**config.mk**
```make
export PLATFORM = sky130hd
export DESIGN_NAME = motor_torque_speed_controller_unit
export DESIGN_NICKNAME = d
export VERILOG_FILES = /design/src/hw/rtl/mtsc_pkg.sv /design/src/hw/rtl/motor_torque_speed_controller_unit.sv
export SDC_FILE = /design/constraint.sdc
export NUM_CORES = 2
export LEC_CHECK = 0
export BUFFER_PORTS_ARGS = -buffer_cell sky130_fd_sc_hd__buf_2
export CAP_MARGIN = 20
export CORE_UTILIZATION = 30
export DETAILED_ROUTE_END_ITERATION = 8
export GPL_ROUTABILITY_DRIVEN = 0
export RECOVER_POWER = 100
export SLEW_MARGIN = 20
export SYNTH_ARGS = -nofsm -noshare
export SYNTH_HDL_FRONTEND = slang
export SYNTH_SLANG_ARGS = --single-unit
```
**constraint.sdc**
```tcl
create_clock -name i_clk -period 28.9 [get_ports i_clk]
set_input_delay 2.89 -clock i_clk [delete_from_list [all_inputs] [get_ports i_clk]]
set_output_delay 2.89 -clock i_clk [all_outputs]
set_load 0.03 [all_outputs]
```
**src/hw/rtl/mtsc_pkg.sv**
```systemverilog
`timescale 1ns / 1ps
// ----------------------------------------------------------------------------
// Motor torque/speed controller package
// Widths of the shared serial multiplier and divider, fixed-point constants,
// operating modes and register indexes.
// ----------------------------------------------------------------------------
package mtsc_pkg;

    // Serial multiplier: magnitude A times magnitude B, one B bit per cycle.
    localparam int MUL_A_W = 50;
    localparam int MUL_B_W = 32;
    localparam int ACC_W   = MUL_A_W + MUL_B_W;

    // Restoring divider: one quotient bit per cycle.
    localparam int DIV_N_W = 53;
    localparam int DIV_D_W = 32;

    // Fraction bits of Q16.16.
    localparam int Q_FRAC = 16;

    localparam logic [31:0] TENTH_Q   = 32'd6554;
    localparam logic [31:0] HUNDRED_Q = 32'd6553600;
    localparam logic [31:0] US_PER_S  = 32'd1000000;

    localparam logic [1:0] MODE_OFF   = 2'd0;
    localparam logic [1:0] MODE_CURVE = 2'd1;
    localparam logic [1:0] MODE_PI    = 2'd2;

    localparam logic [2:0] REG_MODE       = 3'd0;
    localparam logic [2:0] REG_PROP_GAIN  = 3'd1;
    localparam logic [2:0] REG_INTEG_GAIN = 3'd2;
    localparam logic [2:0] REG_TORQUE_LIM = 3'd3;
    localparam logic [2:0] REG_WINDIN_MAX = 3'd4;
    localparam logic [2:0] REG_LIFTUP_MAX = 3'd5;
    localparam logic [2:0] REG_TRQ_PER_SP = 3'd6;

endpackage

```
**src/hw/rtl/motor_torque_speed_controller_unit.sv**
```systemverilog
`timescale 1ns / 1ps
// ----------------------------------------------------------------------------
// Motor torque/speed controller
// One tick in, one signed Q16.16 torque command out: off, speed-limited
// torque curve, or PI speed control with anti-windup.
// ----------------------------------------------------------------------------
// The block handles one request at a time. Each tick is latched, then a small
// sequencer drives one shared serial multiplier (one multiplier bit per cycle)
// and one restoring divider (one quotient bit per cycle) through the steps of
// the selected mode. Mode off (and the unused fourth code) goes straight to a
// zero result. The torque curve takes two divisions and at most one
// multiplication, or neither when the torque per speed is zero. PI control
// takes one multiplication, one division and two further multiplications, or
// only the two further multiplications while the integral is frozen. A
// finished result sits in an output register, so the next request is accepted
// while the previous command still waits to be taken. Configuration registers
// may be written at any time the block is idle; the configuration channel is
// always ready. Writing the mode register with a new value, or with zero,
// clears the integral and the remembered previous torque.

module motor_torque_speed_controller_unit (
    input  logic        i_clk,
    input  logic        i_rst_n,
    // Tick requests
    input  logic        i_in_valid,
    output logic        o_in_stall,
    input  logic [31:0] i_measured_speed,
    input  logic [31:0] i_speed_ref,
    input  logic [31:0] i_torque_ref,
    input  logic [19:0] i_interval_us,
    // Torque commands
    output logic        o_out_valid,
    input  logic        i_out_stall,
    output logic [31:0] o_torque_command,
    // Configuration writes
    input  logic        i_cfg_valid,
    output logic        o_cfg_ready,
    input  logic [2:0]  i_cfg_index,
    input  logic [31:0] i_cfg_data
);

    typedef enum logic [2:0] {
        S_IDLE,
        S_MUL,
        S_DIV,
        S_POST,
        S_OUT
    } t_state;

    // Step that the sequencer is on when it enters S_POST.
    typedef enum logic [2:0] {
        PH_START,
        PH_LIMW,
        PH_LIML,
        PH_CURVE,
        PH_INC,
        PH_INCDIV,
        PH_PTERM,
        PH_ITERM
    } t_phase;

    // Saturate a wide signed value into 32 bits.
    function automatic logic signed [31:0] f_sat32(input logic signed [67:0] v);
        logic signed [67:0] hi;
        logic signed [67:0] lo;
        hi = $signed({36'd0, 32'h7fff_ffff});
        lo = $signed({{36{1'b1}}, 32'h8000_0000});
        if (v > hi) begin
            f_sat32 = $signed(32'h7fff_ffff);
        end else if (v < lo) begin
            f_sat32 = $signed(32'h8000_0000);
        end else begin
            f_sat32 = v[31:0];
        end
    endfunction

    // Configuration registers
    logic [1:0]         r_mode, n_mode;
    logic signed [31:0] r_prop_gain, n_prop_gain;
    logic signed [31:0] r_integ_gain, n_integ_gain;
    logic [30:0]        r_torque_limit, n_torque_limit;
    logic signed [31:0] r_windin, n_windin;
    logic signed [31:0] r_liftup, n_liftup;
    logic signed [31:0] r_tps, n_tps;

    // Controller state
    logic signed [31:0] r_integral, n_integral;
    logic signed [31:0] r_last_torque, n_last_torque;

    // Sequencer
    t_state             r_state, n_state;
    t_phase             r_phase, n_phase;
    logic [5:0]         r_cnt, n_cnt;
    logic               r_out_valid, n_out_valid;

    // Latched tick and work registers
    logic signed [31:0] r_s, n_s;
    logic signed [31:0] r_sref, n_sref;
    logic signed [31:0] r_tref, n_tref;
    logic [19:0]        r_interval, n_interval;
    logic [mtsc_pkg::MUL_A_W-1:0] r_mul_a, n_mul_a;
    logic [mtsc_pkg::MUL_B_W-1:0] r_mul_b, n_mul_b;
    logic [mtsc_pkg::ACC_W-1:0]   r_acc, n_acc;
    logic [mtsc_pkg::DIV_N_W-1:0] r_quo, n_quo;
    logic [mtsc_pkg::DIV_D_W-1:0] r_rem, n_rem;
    logic [mtsc_pkg::DIV_D_W-1:0] r_dvs, n_dvs;
    logic               r_neg, n_neg;
    logic               r_add_tref, n_add_tref;
    logic signed [49:0] r_limw, n_limw;
    logic signed [48:0] r_pterm, n_pterm;
    logic signed [31:0] r_res, n_res;
    logic [31:0]        r_torque_command, n_torque_command;

    // Derived values
    logic signed [31:0] w_eff, l_eff;
    logic signed [32:0] err;
    logic [32:0]        err_mag;
    logic [30:0]        tref_c;
    logic [31:0]        d_mag, pg_mag, ig_mag, integ_mag;
    logic [32:0]        last_mag;
    logic               windup_ok;
    logic signed [32:0] lim_m_tref;
    logic [31:0]        lim_m_tref_mag;
    logic signed [49:0] quo_ext, quo_sv;
    logic signed [66:0] prod_ext, prod_sv;
    logic signed [49:0] s_ext50, liml, lim50;
    logic signed [33:0] neg_l_m_s;
    logic signed [49:0] pi_sum;
    logic [33:0]        div_diff;
    logic               div_ge;
    logic               w_in_accept, w_out_free;

    assign o_in_stall       = (r_state != S_IDLE);
    assign o_out_valid      = r_out_valid;
    assign o_torque_command = r_torque_command;
    assign o_cfg_ready      = 1'b1;

    assign w_in_accept = i_in_valid && !o_in_stall;
    assign w_out_free  = !r_out_valid || !i_out_stall;

    // Nonpositive speed thresholds read as 100.0.
    assign w_eff = (r_windin > 32'sd0) ? r_windin : $signed(mtsc_pkg::HUNDRED_Q);
    assign l_eff = (r_liftup > 32'sd0) ? r_liftup : $signed(mtsc_pkg::HUNDRED_Q);

    assign err     = $signed({r_sref[31], r_sref}) - $signed({r_s[31], r_s});
    assign err_mag = err[32] ? 33'(-err) : 33'(err);
    assign tref_c  = r_tref[31] ? 31'd0 : r_tref[30:0];

    assign d_mag     = r_tps[31] ? 32'(-r_tps) : 32'(r_tps);
    assign pg_mag    = r_prop_gain[31] ? 32'(-r_prop_gain) : 32'(r_prop_gain);
    assign ig_mag    = r_integ_gain[31] ? 32'(-r_integ_gain) : 32'(r_integ_gain);
    assign integ_mag = r_integral[31] ? 32'(-r_integral) : 32'(r_integral);
    assign last_mag  = r_last_torque[31] ? 33'(-$signed({1'b1, r_last_torque}))
                                         : {1'b0, r_last_torque};

    // The integral only moves while the previous command is clear of the limit.
    assign windup_ok = $signed({1'b0, last_mag})
                     < ($signed({3'd0, r_torque_limit}) - $signed({2'd0, mtsc_pkg::TENTH_Q}));

    assign lim_m_tref     = $signed({2'd0, r_torque_limit}) - $signed({2'd0, tref_c});
    assign lim_m_tref_mag = lim_m_tref[32] ? 32'(-lim_m_tref) : lim_m_tref[31:0];

    assign quo_ext  = $signed({1'b0, r_quo[48:0]});
    assign quo_sv   = r_neg ? -quo_ext : quo_ext;
    assign prod_ext = $signed({1'b0, r_acc[mtsc_pkg::ACC_W-1:mtsc_pkg::Q_FRAC]});
    assign prod_sv  = r_neg ? -prod_ext : prod_ext;

    assign s_ext50   = $signed({{18{r_s[31]}}, r_s});
    assign liml      = $signed({{18{l_eff[31]}}, l_eff}) + quo_sv;
    assign lim50     = $signed({19'd0, r_torque_limit});
    assign neg_l_m_s = -$signed({{2{l_eff[31]}}, l_eff}) - $signed({{2{r_s[31]}}, r_s});
    assign pi_sum    = $signed({r_pterm[48], r_pterm}) + prod_sv[49:0];

    // One restoring division step.
    assign div_diff = {1'b0, r_rem, r_quo[mtsc_pkg::DIV_N_W-1]} - {2'd0, r_dvs};
    assign div_ge   = !div_diff[33];

    always_comb begin
        n_mode           = r_mode;
        n_prop_gain      = r_prop_gain;
        n_integ_gain     = r_integ_gain;
        n_torque_limit   = r_torque_limit;
        n_windin         = r_windin;
        n_liftup         = r_liftup;
        n_tps            = r_tps;
        n_integral       = r_integral;
        n_last_torque    = r_last_torque;
        n_state          = r_state;
        n_phase          = r_phase;
        n_cnt            = r_cnt;
        n_out_valid      = r_out_valid;
        n_s              = r_s;
        n_sref           = r_sref;
        n_tref           = r_tref;
        n_interval       = r_interval;
        n_mul_a          = r_mul_a;
        n_mul_b          = r_mul_b;
        n_acc            = r_acc;
        n_quo            = r_quo;
        n_rem            = r_rem;
        n_dvs            = r_dvs;
        n_neg            = r_neg;
        n_add_tref       = r_add_tref;
        n_limw           = r_limw;
        n_pterm          = r_pterm;
        n_res            = r_res;
        n_torque_command = r_torque_command;

        if (r_out_valid && !i_out_stall) begin
            n_out_valid = 1'b0;
        end

        if (i_cfg_valid) begin
            unique case (i_cfg_index)
                mtsc_pkg::REG_MODE: begin
                    if (i_cfg_data[1:0] != r_mode || i_cfg_data[1:0] == mtsc_pkg::MODE_OFF) begin
                        n_integral    = '0;
                        n_last_torque = '0;
                    end
                    n_mode = i_cfg_data[1:0];
                end
                mtsc_pkg::REG_PROP_GAIN:  n_prop_gain    = i_cfg_data;
                mtsc_pkg::REG_INTEG_GAIN: n_integ_gain   = i_cfg_data;
                mtsc_pkg::REG_TORQUE_LIM: n_torque_limit = i_cfg_data[30:0];
                mtsc_pkg::REG_WINDIN_MAX: n_windin       = i_cfg_data;
                mtsc_pkg::REG_LIFTUP_MAX: n_liftup       = i_cfg_data;
                mtsc_pkg::REG_TRQ_PER_SP: n_tps          = i_cfg_data;
                default: ;
            endcase
        end

        unique case (r_state)
            S_IDLE: begin
                if (w_in_accept) begin
                    n_s        = i_measured_speed;
                    n_sref     = i_speed_ref;
                    n_tref     = i_torque_ref;
                    n_interval = i_interval_us;
                    n_phase    = PH_START;
                    n_state    = S_POST;
                end
            end

            S_MUL: begin
                n_acc   = {r_acc[mtsc_pkg::ACC_W-2:0], 1'b0}
                        + (r_mul_b[mtsc_pkg::MUL_B_W-1]
                           ? {{mtsc_pkg::MUL_B_W{1'b0}}, r_mul_a} : '0);
                n_mul_b = {r_mul_b[mtsc_pkg::MUL_B_W-2:0], 1'b0};
                n_cnt   = r_cnt + 6'd1;
                if (r_cnt == 6'(mtsc_pkg::MUL_B_W - 1)) begin
                    n_state = S_POST;
                end
            end

            S_DIV: begin
                n_rem = div_ge ? div_diff[31:0] : {r_rem[30:0], r_quo[mtsc_pkg::DIV_N_W-1]};
                n_quo = {r_quo[mtsc_pkg::DIV_N_W-2:0], div_ge};
                n_cnt = r_cnt + 6'd1;
                if (r_cnt == 6'(mtsc_pkg::DIV_N_W - 1)) begin
                    n_state = S_POST;
                end
            end

            S_POST: begin
                n_cnt = '0;
                unique case (r_phase)
                    PH_START: begin
                        if (r_mode == mtsc_pkg::MODE_CURVE) begin
                            if (r_tps == 32'sd0) begin
                                n_res   = '0;
                                n_state = S_OUT;
                            end else begin
                                // Wind-in breakpoint: W + tref / d.
                                n_quo   = {6'd0, tref_c, 16'd0};
                                n_rem   = '0;
                                n_dvs   = d_mag;
                                n_neg   = r_tps[31];
                                n_phase = PH_LIMW;
                                n_state = S_DIV;
                            end
                        end else if (r_mode == mtsc_pkg::MODE_PI) begin
                            if (windup_ok) begin
                                n_mul_a = {17'd0, err_mag};
                                n_mul_b = {12'd0, r_interval};
                                n_acc   = '0;
                                n_neg   = err[32];
                                n_phase = PH_INC;
                            end else begin
                                n_mul_a = {17'd0, err_mag};
                                n_mul_b = pg_mag;
                                n_acc   = '0;
                                n_neg   = err[32] ^ r_prop_gain[31];
                                n_phase = PH_PTERM;
                            end
                            n_state = S_MUL;
                        end else begin
                            n_res   = '0;
                            n_state = S_OUT;
                        end
                    end

                    PH_LIMW: begin
                        n_limw  = $signed({{18{w_eff[31]}}, w_eff}) + quo_sv;
                        // Lift-up breakpoint: L + (limit - tref) / d.
                        n_quo   = {5'd0, lim_m_tref_mag, 16'd0};
                        n_rem   = '0;
                        n_dvs   = d_mag;
                        n_neg   = lim_m_tref[32] ^ r_tps[31];
                        n_phase = PH_LIML;
                        n_state = S_DIV;
                    end

                    PH_LIML: begin
                        n_acc = '0;
                        n_neg = r_tps[31];
                        if (s_ext50 > r_limw) begin
                            n_res   = '0;
                            n_state = S_OUT;
                        end else if (r_s > w_eff) begin
                            n_mul_a    = 50'(r_limw - s_ext50);
                            n_mul_b    = d_mag;
                            n_add_tref = 1'b0;
                            n_phase    = PH_CURVE;
                            n_state    = S_MUL;
                        end else if ($signed({r_s[31], r_s}) > -$signed({l_eff[31], l_eff})) begin
                            n_res   = $signed({1'b0, tref_c});
                            n_state = S_OUT;
                        end else if (s_ext50 > -liml) begin
                            n_mul_a    = {16'd0, neg_l_m_s};
                            n_mul_b    = d_mag;
                            n_add_tref = 1'b1;
                            n_phase    = PH_CURVE;
                            n_state    = S_MUL;
                        end else begin
                            n_res   = $signed({1'b0, r_torque_limit});
                            n_state = S_OUT;
                        end
                    end

                    PH_CURVE: begin
                        n_res   = f_sat32($signed({prod_sv[66], prod_sv})
                                          + (r_add_tref ? $signed({37'd0, tref_c})
                                                        : 68'sd0));
                        n_state = S_OUT;
                    end

                    PH_INC: begin
                        n_quo   = r_acc[mtsc_pkg::DIV_N_W-1:0];
                        n_rem   = '0;
                        n_dvs   = mtsc_pkg::US_PER_S;
                        n_phase = PH_INCDIV;
                        n_state = S_DIV;
                    end

                    PH_INCDIV: begin
                        n_integral = f_sat32($signed({{36{r_integral[31]}}, r_integral})
                                             + $signed({{18{quo_sv[49]}}, quo_sv}));
                        n_mul_a    = {17'd0, err_mag};
                        n_mul_b    = pg_mag;
                        n_acc      = '0;
                        n_neg      = err[32] ^ r_prop_gain[31];
                        n_phase    = PH_PTERM;
                        n_state    = S_MUL;
                    end

                    PH_PTERM: begin
                        n_pterm = prod_sv[48:0];
                        n_mul_a = {18'd0, integ_mag};
                        n_mul_b = ig_mag;
                        n_acc   = '0;
                        n_neg   = r_integral[31] ^ r_integ_gain[31];
                        n_phase = PH_ITERM;
                        n_state = S_MUL;
                    end

                    PH_ITERM: begin
                        if (pi_sum > lim50) begin
                            n_res = $signed({1'b0, r_torque_limit});
                        end else if (pi_sum < -lim50) begin
                            n_res = -$signed({1'b0, r_torque_limit});
                        end else begin
                            n_res = pi_sum[31:0];
                        end
                        n_state = S_OUT;
                    end

                    default: n_state = S_IDLE;
                endcase
            end

            S_OUT: begin
                if (w_out_free) begin
                    n_out_valid      = 1'b1;
                    n_torque_command = r_res;
                    n_last_torque    = r_res;
                    n_state          = S_IDLE;
                end
            end

            default: n_state = S_IDLE;
        endcase
    end

    always_ff @(posedge i_clk) begin
        if (!i_rst_n) begin
            r_state        <= S_IDLE;
            r_out_valid    <= 1'b0;
            r_mode         <= mtsc_pkg::MODE_OFF;
            r_prop_gain    <= '0;
            r_integ_gain   <= '0;
            r_torque_limit <= '0;
            r_windin       <= '0;
            r_liftup       <= '0;
            r_tps          <= 32'sd65536;
            r_integral     <= '0;
            r_last_torque  <= '0;
        end else begin
            r_state        <= n_state;
            r_out_valid    <= n_out_valid;
            r_mode         <= n_mode;
            r_prop_gain    <= n_prop_gain;
            r_integ_gain   <= n_integ_gain;
            r_torque_limit <= n_torque_limit;
            r_windin       <= n_windin;
            r_liftup       <= n_liftup;
            r_tps          <= n_tps;
            r_integral     <= n_integral;
            r_last_torque  <= n_last_torque;
        end
    end

    always_ff @(posedge i_clk) begin
        r_phase          <= n_phase;
        r_cnt            <= n_cnt;
        r_s              <= n_s;
        r_sref           <= n_sref;
        r_tref           <= n_tref;
        r_interval       <= n_interval;
        r_mul_a          <= n_mul_a;
        r_mul_b          <= n_mul_b;
        r_acc            <= n_acc;
        r_quo            <= n_quo;
        r_rem            <= n_rem;
        r_dvs            <= n_dvs;
        r_neg            <= n_neg;
        r_add_tref       <= n_add_tref;
        r_limw           <= n_limw;
        r_pterm          <= n_pterm;
        r_res            <= n_res;
        r_torque_command <= n_torque_command;
    end

endmodule
```
==> impl_metrics.ini <==
[sta]
setup_viol = 0
final.setup.tns_ps = 0
fmax_mhz = 66.0
hold_violations = 0
rsz0062_at_grt = no
period_needed_ps = 15160
fin_crit_sh_pct = 52.5
maxSlewHeadroom_pct = -320
drv_slew = 1891
fin_skew_ps = 79.5
tightest_slew_ps = 6260
setup_slack_ps = 13740
timing.hold.ws_ps = 410

[clock_tree]
tritoncts_num_sinks = 832
cts_root_buf = clkbuf_16
clk_pin_slew_worst_paths_ps = 70
hold_buffers = 0
htreeDepth = 3
cts_tree = done
cts_resized = 0
cts-buffers-inserted = 99
clk_latency_ps = 800
cts_setup_buffers = 0
clockBufferDepth = 3

[synth]
synth.distinct_cells = 107
syn_inst = 8826
ys_warn_count = 0
synth-edff-count = 571
synth_top_family_by_area = compound AO/OA/AOI/OAI gates
synth-simple-area-share_pct = 19.9
synthFlopType = edfxtp_1
ys_ff_latch = 832
async_reset_ff_share_pct = 0
synth-adder-area-share_pct = 13.5
syn_avg_cell_area_um2 = 8.39
synth_area_um2 = 74100
synth_seq_area_share_pct = 30.2
synth_xor_area_share_pct = 9.59
synthMuxAreaShare_pct = 1.27
synth_compound_area_share_pct = 21.6

[floorplan]
die_y_um = 499
die_w_um = 499
core_area_um2 = 246000
ioPinCount = 191
die_area_um2 = 249000
initial_utilization_pct = 30.1
rows = 182

[global_routing]
grt_pass1_wl_um = 393000
antenna_found_initial = 25
grt_use_total_pct = 20.4
grt_max_degree = 162
overflow = 0
grt_pass1_vias = 64682

[routing]
viasPerCell = 5.66
drtPass1Iterations = 9
routedWlPerCell_um = 21.6
drt_wl_total_um = 264000
drc_errors = 0
ant_nets = 0
dr_total_vias = 68967
dr.first_iter.drc_count = 7812

[power_and_ir_drop]
totalPowerFinal_mw = 4.88
power_density_nw_per_um2 = 59.5
p_leak_nw = 32.7
p_sw_mw = 1.92
power_frac_clock_pct = 28.2
max-vdd-ir-drop_uv = 51.4
comb_power_share_pct = 41.1
pwr-share-seq_pct = 30.6
netSwitchingFraction_pct = 39.4
power.internal_mw = 2.95

[setup_path]
worstPathArrival_ps = 15450
crit_path_frequent_cell = a21oi_1
path_class = flip-flop to flip-flop
critical-path-max-stage-delay_ps = 3360
crit_required_ps = 29190
slowest_stage = a21boi_0
cp_max_fo = 65
crit_buf_inv = 3
critPathLaunchType = flip-flop
end_kind = flip-flop
path_delay_family = compound AO/OA/AOI/OAI gates

[placement]
dp_hpwl_um = 206000
port_buffers = 189
dpl_worst_slack_ps = 18040

[cells_and_area]
n_fill_cell = 25249
fin_nets = 9827
syn_to_final_growth_pct = 10.7
fin_util_pct = 33.4
final_layout_size_suffix_gt1_share_pct = 5.55

[flow_run]
maxCapViolCount = 35

[run_status]
status = complete, but fails checks
violations = capacitance limit, slew limit

[worst_hold_path]
hold_path_class = flip-flop to flip-flop
-- worst paths after layout --
check	startpoint	to	slack, ps	cells past startpoint
hold reg to reg	r_res[12]	o_torque_command[12]	410	0
setup / recovery	r_neg	r_mul_b[11]	13740	31
setup reg to reg	r_neg	r_mul_b[11]	13740	31
hold / removal	r_res[12]	o_torque_command[12]	410	0
-- power by group through the flow --
stage | sequential, mW | clock, mW | combinational (mW)
after floorplan | 1.47 | 0 | 1.41
after global placement | 1.51 | 0 | 1.90
after detailed placement | 1.51 | 0 | 1.94
after CTS | 1.48 | 1.40 | 1.96
after global routing | 1.50 | 1.44 | 2.19
final | 1.49 | 1.38 | 2.01
-- worst reg2reg max path: cells and delay by family (launching register included) --
kind | cells | cell delay [ps]
compound gates | 17 | 7080
buf+inv | 3 | 3990
simple gates | 6 | 1690
fa+ha+maj | 3 | 950
xor+xnor | 2 | 580
flops | 1 | 330
-- sequential cells by signal, summed over array words and instances (netlist names), 49 cells and up --
signal	flops
r_acc	82
r_pterm	49
r_limw	50
r_mul_a	50
r_quo	53
-- kinds of logic after synthesis --
logic type | count (synthesis)
buffers and inverters | 780
and+or+nand+nor | 3026
DFF | 832
muxes | 92
adders and majority gates | 792
other | 2
AOI/OAI and AO/OA | 2491
xor gates and xnor gates | 811
-- through the flow --
stage / area [µm²] / std cells
CTS: 82300 / 12183
finish: 82000 / 12186
global route: 82000 / 12184
detailed placement: 78700 / 11998
floorplan: 74200 / 8865
global placement: 78700 / 11997
-- placed cells by master, fill, tap and decap left out, drive strengths merged, types with 61 or more instances in the layout --
cell    synthesis  routed
nand2        1088    1088
a21oi         834     834
ha            781     781
nor2          601     601
edfxtp        571     571
xnor2         528     528
o21ai         476     476
inv           401     410
a21o          292     292
xor2          283     283
dfxtp         261     261
clkbuf        327     214
nand3         194     194
buf            49     193
nand2b        144     144
nor3          136     136
nand4         130     130
nor2b         123     123
nor4          109     109
and2          107     107
or3           103     103
o31ai          98      98
o21a           93      93
o211ai         78      78
mux2i          78      78
or4            72      72
a31oi          64      64
o21bai         61      61
-- metal layers --
layer	wire length, µm	vias to the layer above	GRT usage [%]
met5	107	-	0
met4	11900	16	8.37
met2	113000	3147	31.4
li1	-	32416	-
met1	114000	32888	28.0
met3	25200	500	3.37
-- synth_stat cells (27+ instances only) --
| cell | count | share of area, % |
|---|---|---|
| or4_1 | 69 | 0.70 |
| a211oi_1 | 51 | 0.52 |
| or2_2 | 56 | 0.47 |
| nor2b_1 | 123 | 1.0 |
| nor3_1 | 136 | 0.92 |
| buf_1 | 30 | 0.15 |
| a221oi_1 | 49 | 0.58 |
| o41ai_1 | 57 | 0.67 |
| and3_1 | 60 | 0.51 |
| or3_1 | 103 | 0.87 |
| o32ai_1 | 34 | 0.40 |
| clkbuf_1 | 327 | 1.7 |
| inv_1 | 400 | 2.0 |
| a31oi_1 | 64 | 0.54 |
| a21o_1 | 292 | 3.0 |
| nand3b_1 | 27 | 0.27 |
| o21ai_0 | 464 | 3.1 |
| nand2_1 | 1087 | 5.5 |
| and2_1 | 105 | 0.89 |
| edfxtp_1 | 571 | 23 |
| xor2_1 | 283 | 3.3 |
| o31ai_1 | 95 | 0.96 |
| o211ai_1 | 78 | 0.79 |
| nand2b_1 | 144 | 1.2 |
| a21oi_1 | 834 | 5.6 |
| mux2i_1 | 78 | 1.1 |
| nand3_1 | 194 | 1.3 |
| o21a_1 | 93 | 0.94 |
| dfxtp_1 | 261 | 7.1 |
| o21bai_1 | 61 | 0.62 |
| ha_1 | 781 | 13 |
| xnor2_1 | 528 | 6.2 |
| o2111ai_1 | 35 | 0.41 |
| nand4_1 | 128 | 1.1 |
| nor4_1 | 103 | 0.87 |
| nor2_1 | 601 | 3.0 |
| a211o_1 | 27 | 0.32 |
-- final cells by class --
type,count,area (µm²),area share (%)
inverters,404,1520,1.85
clock inverters,67,917,1.12
flip-flops and latches,832,22400,27.3
well taps,3220,4030,4.91
multi-input cells,7253,49000,59.8
diodes,3,7.51,0.00916
clock buffers,118,2630,3.21
repair buffers,289,1480,1.81
Power figures use the tool's default switching activity.
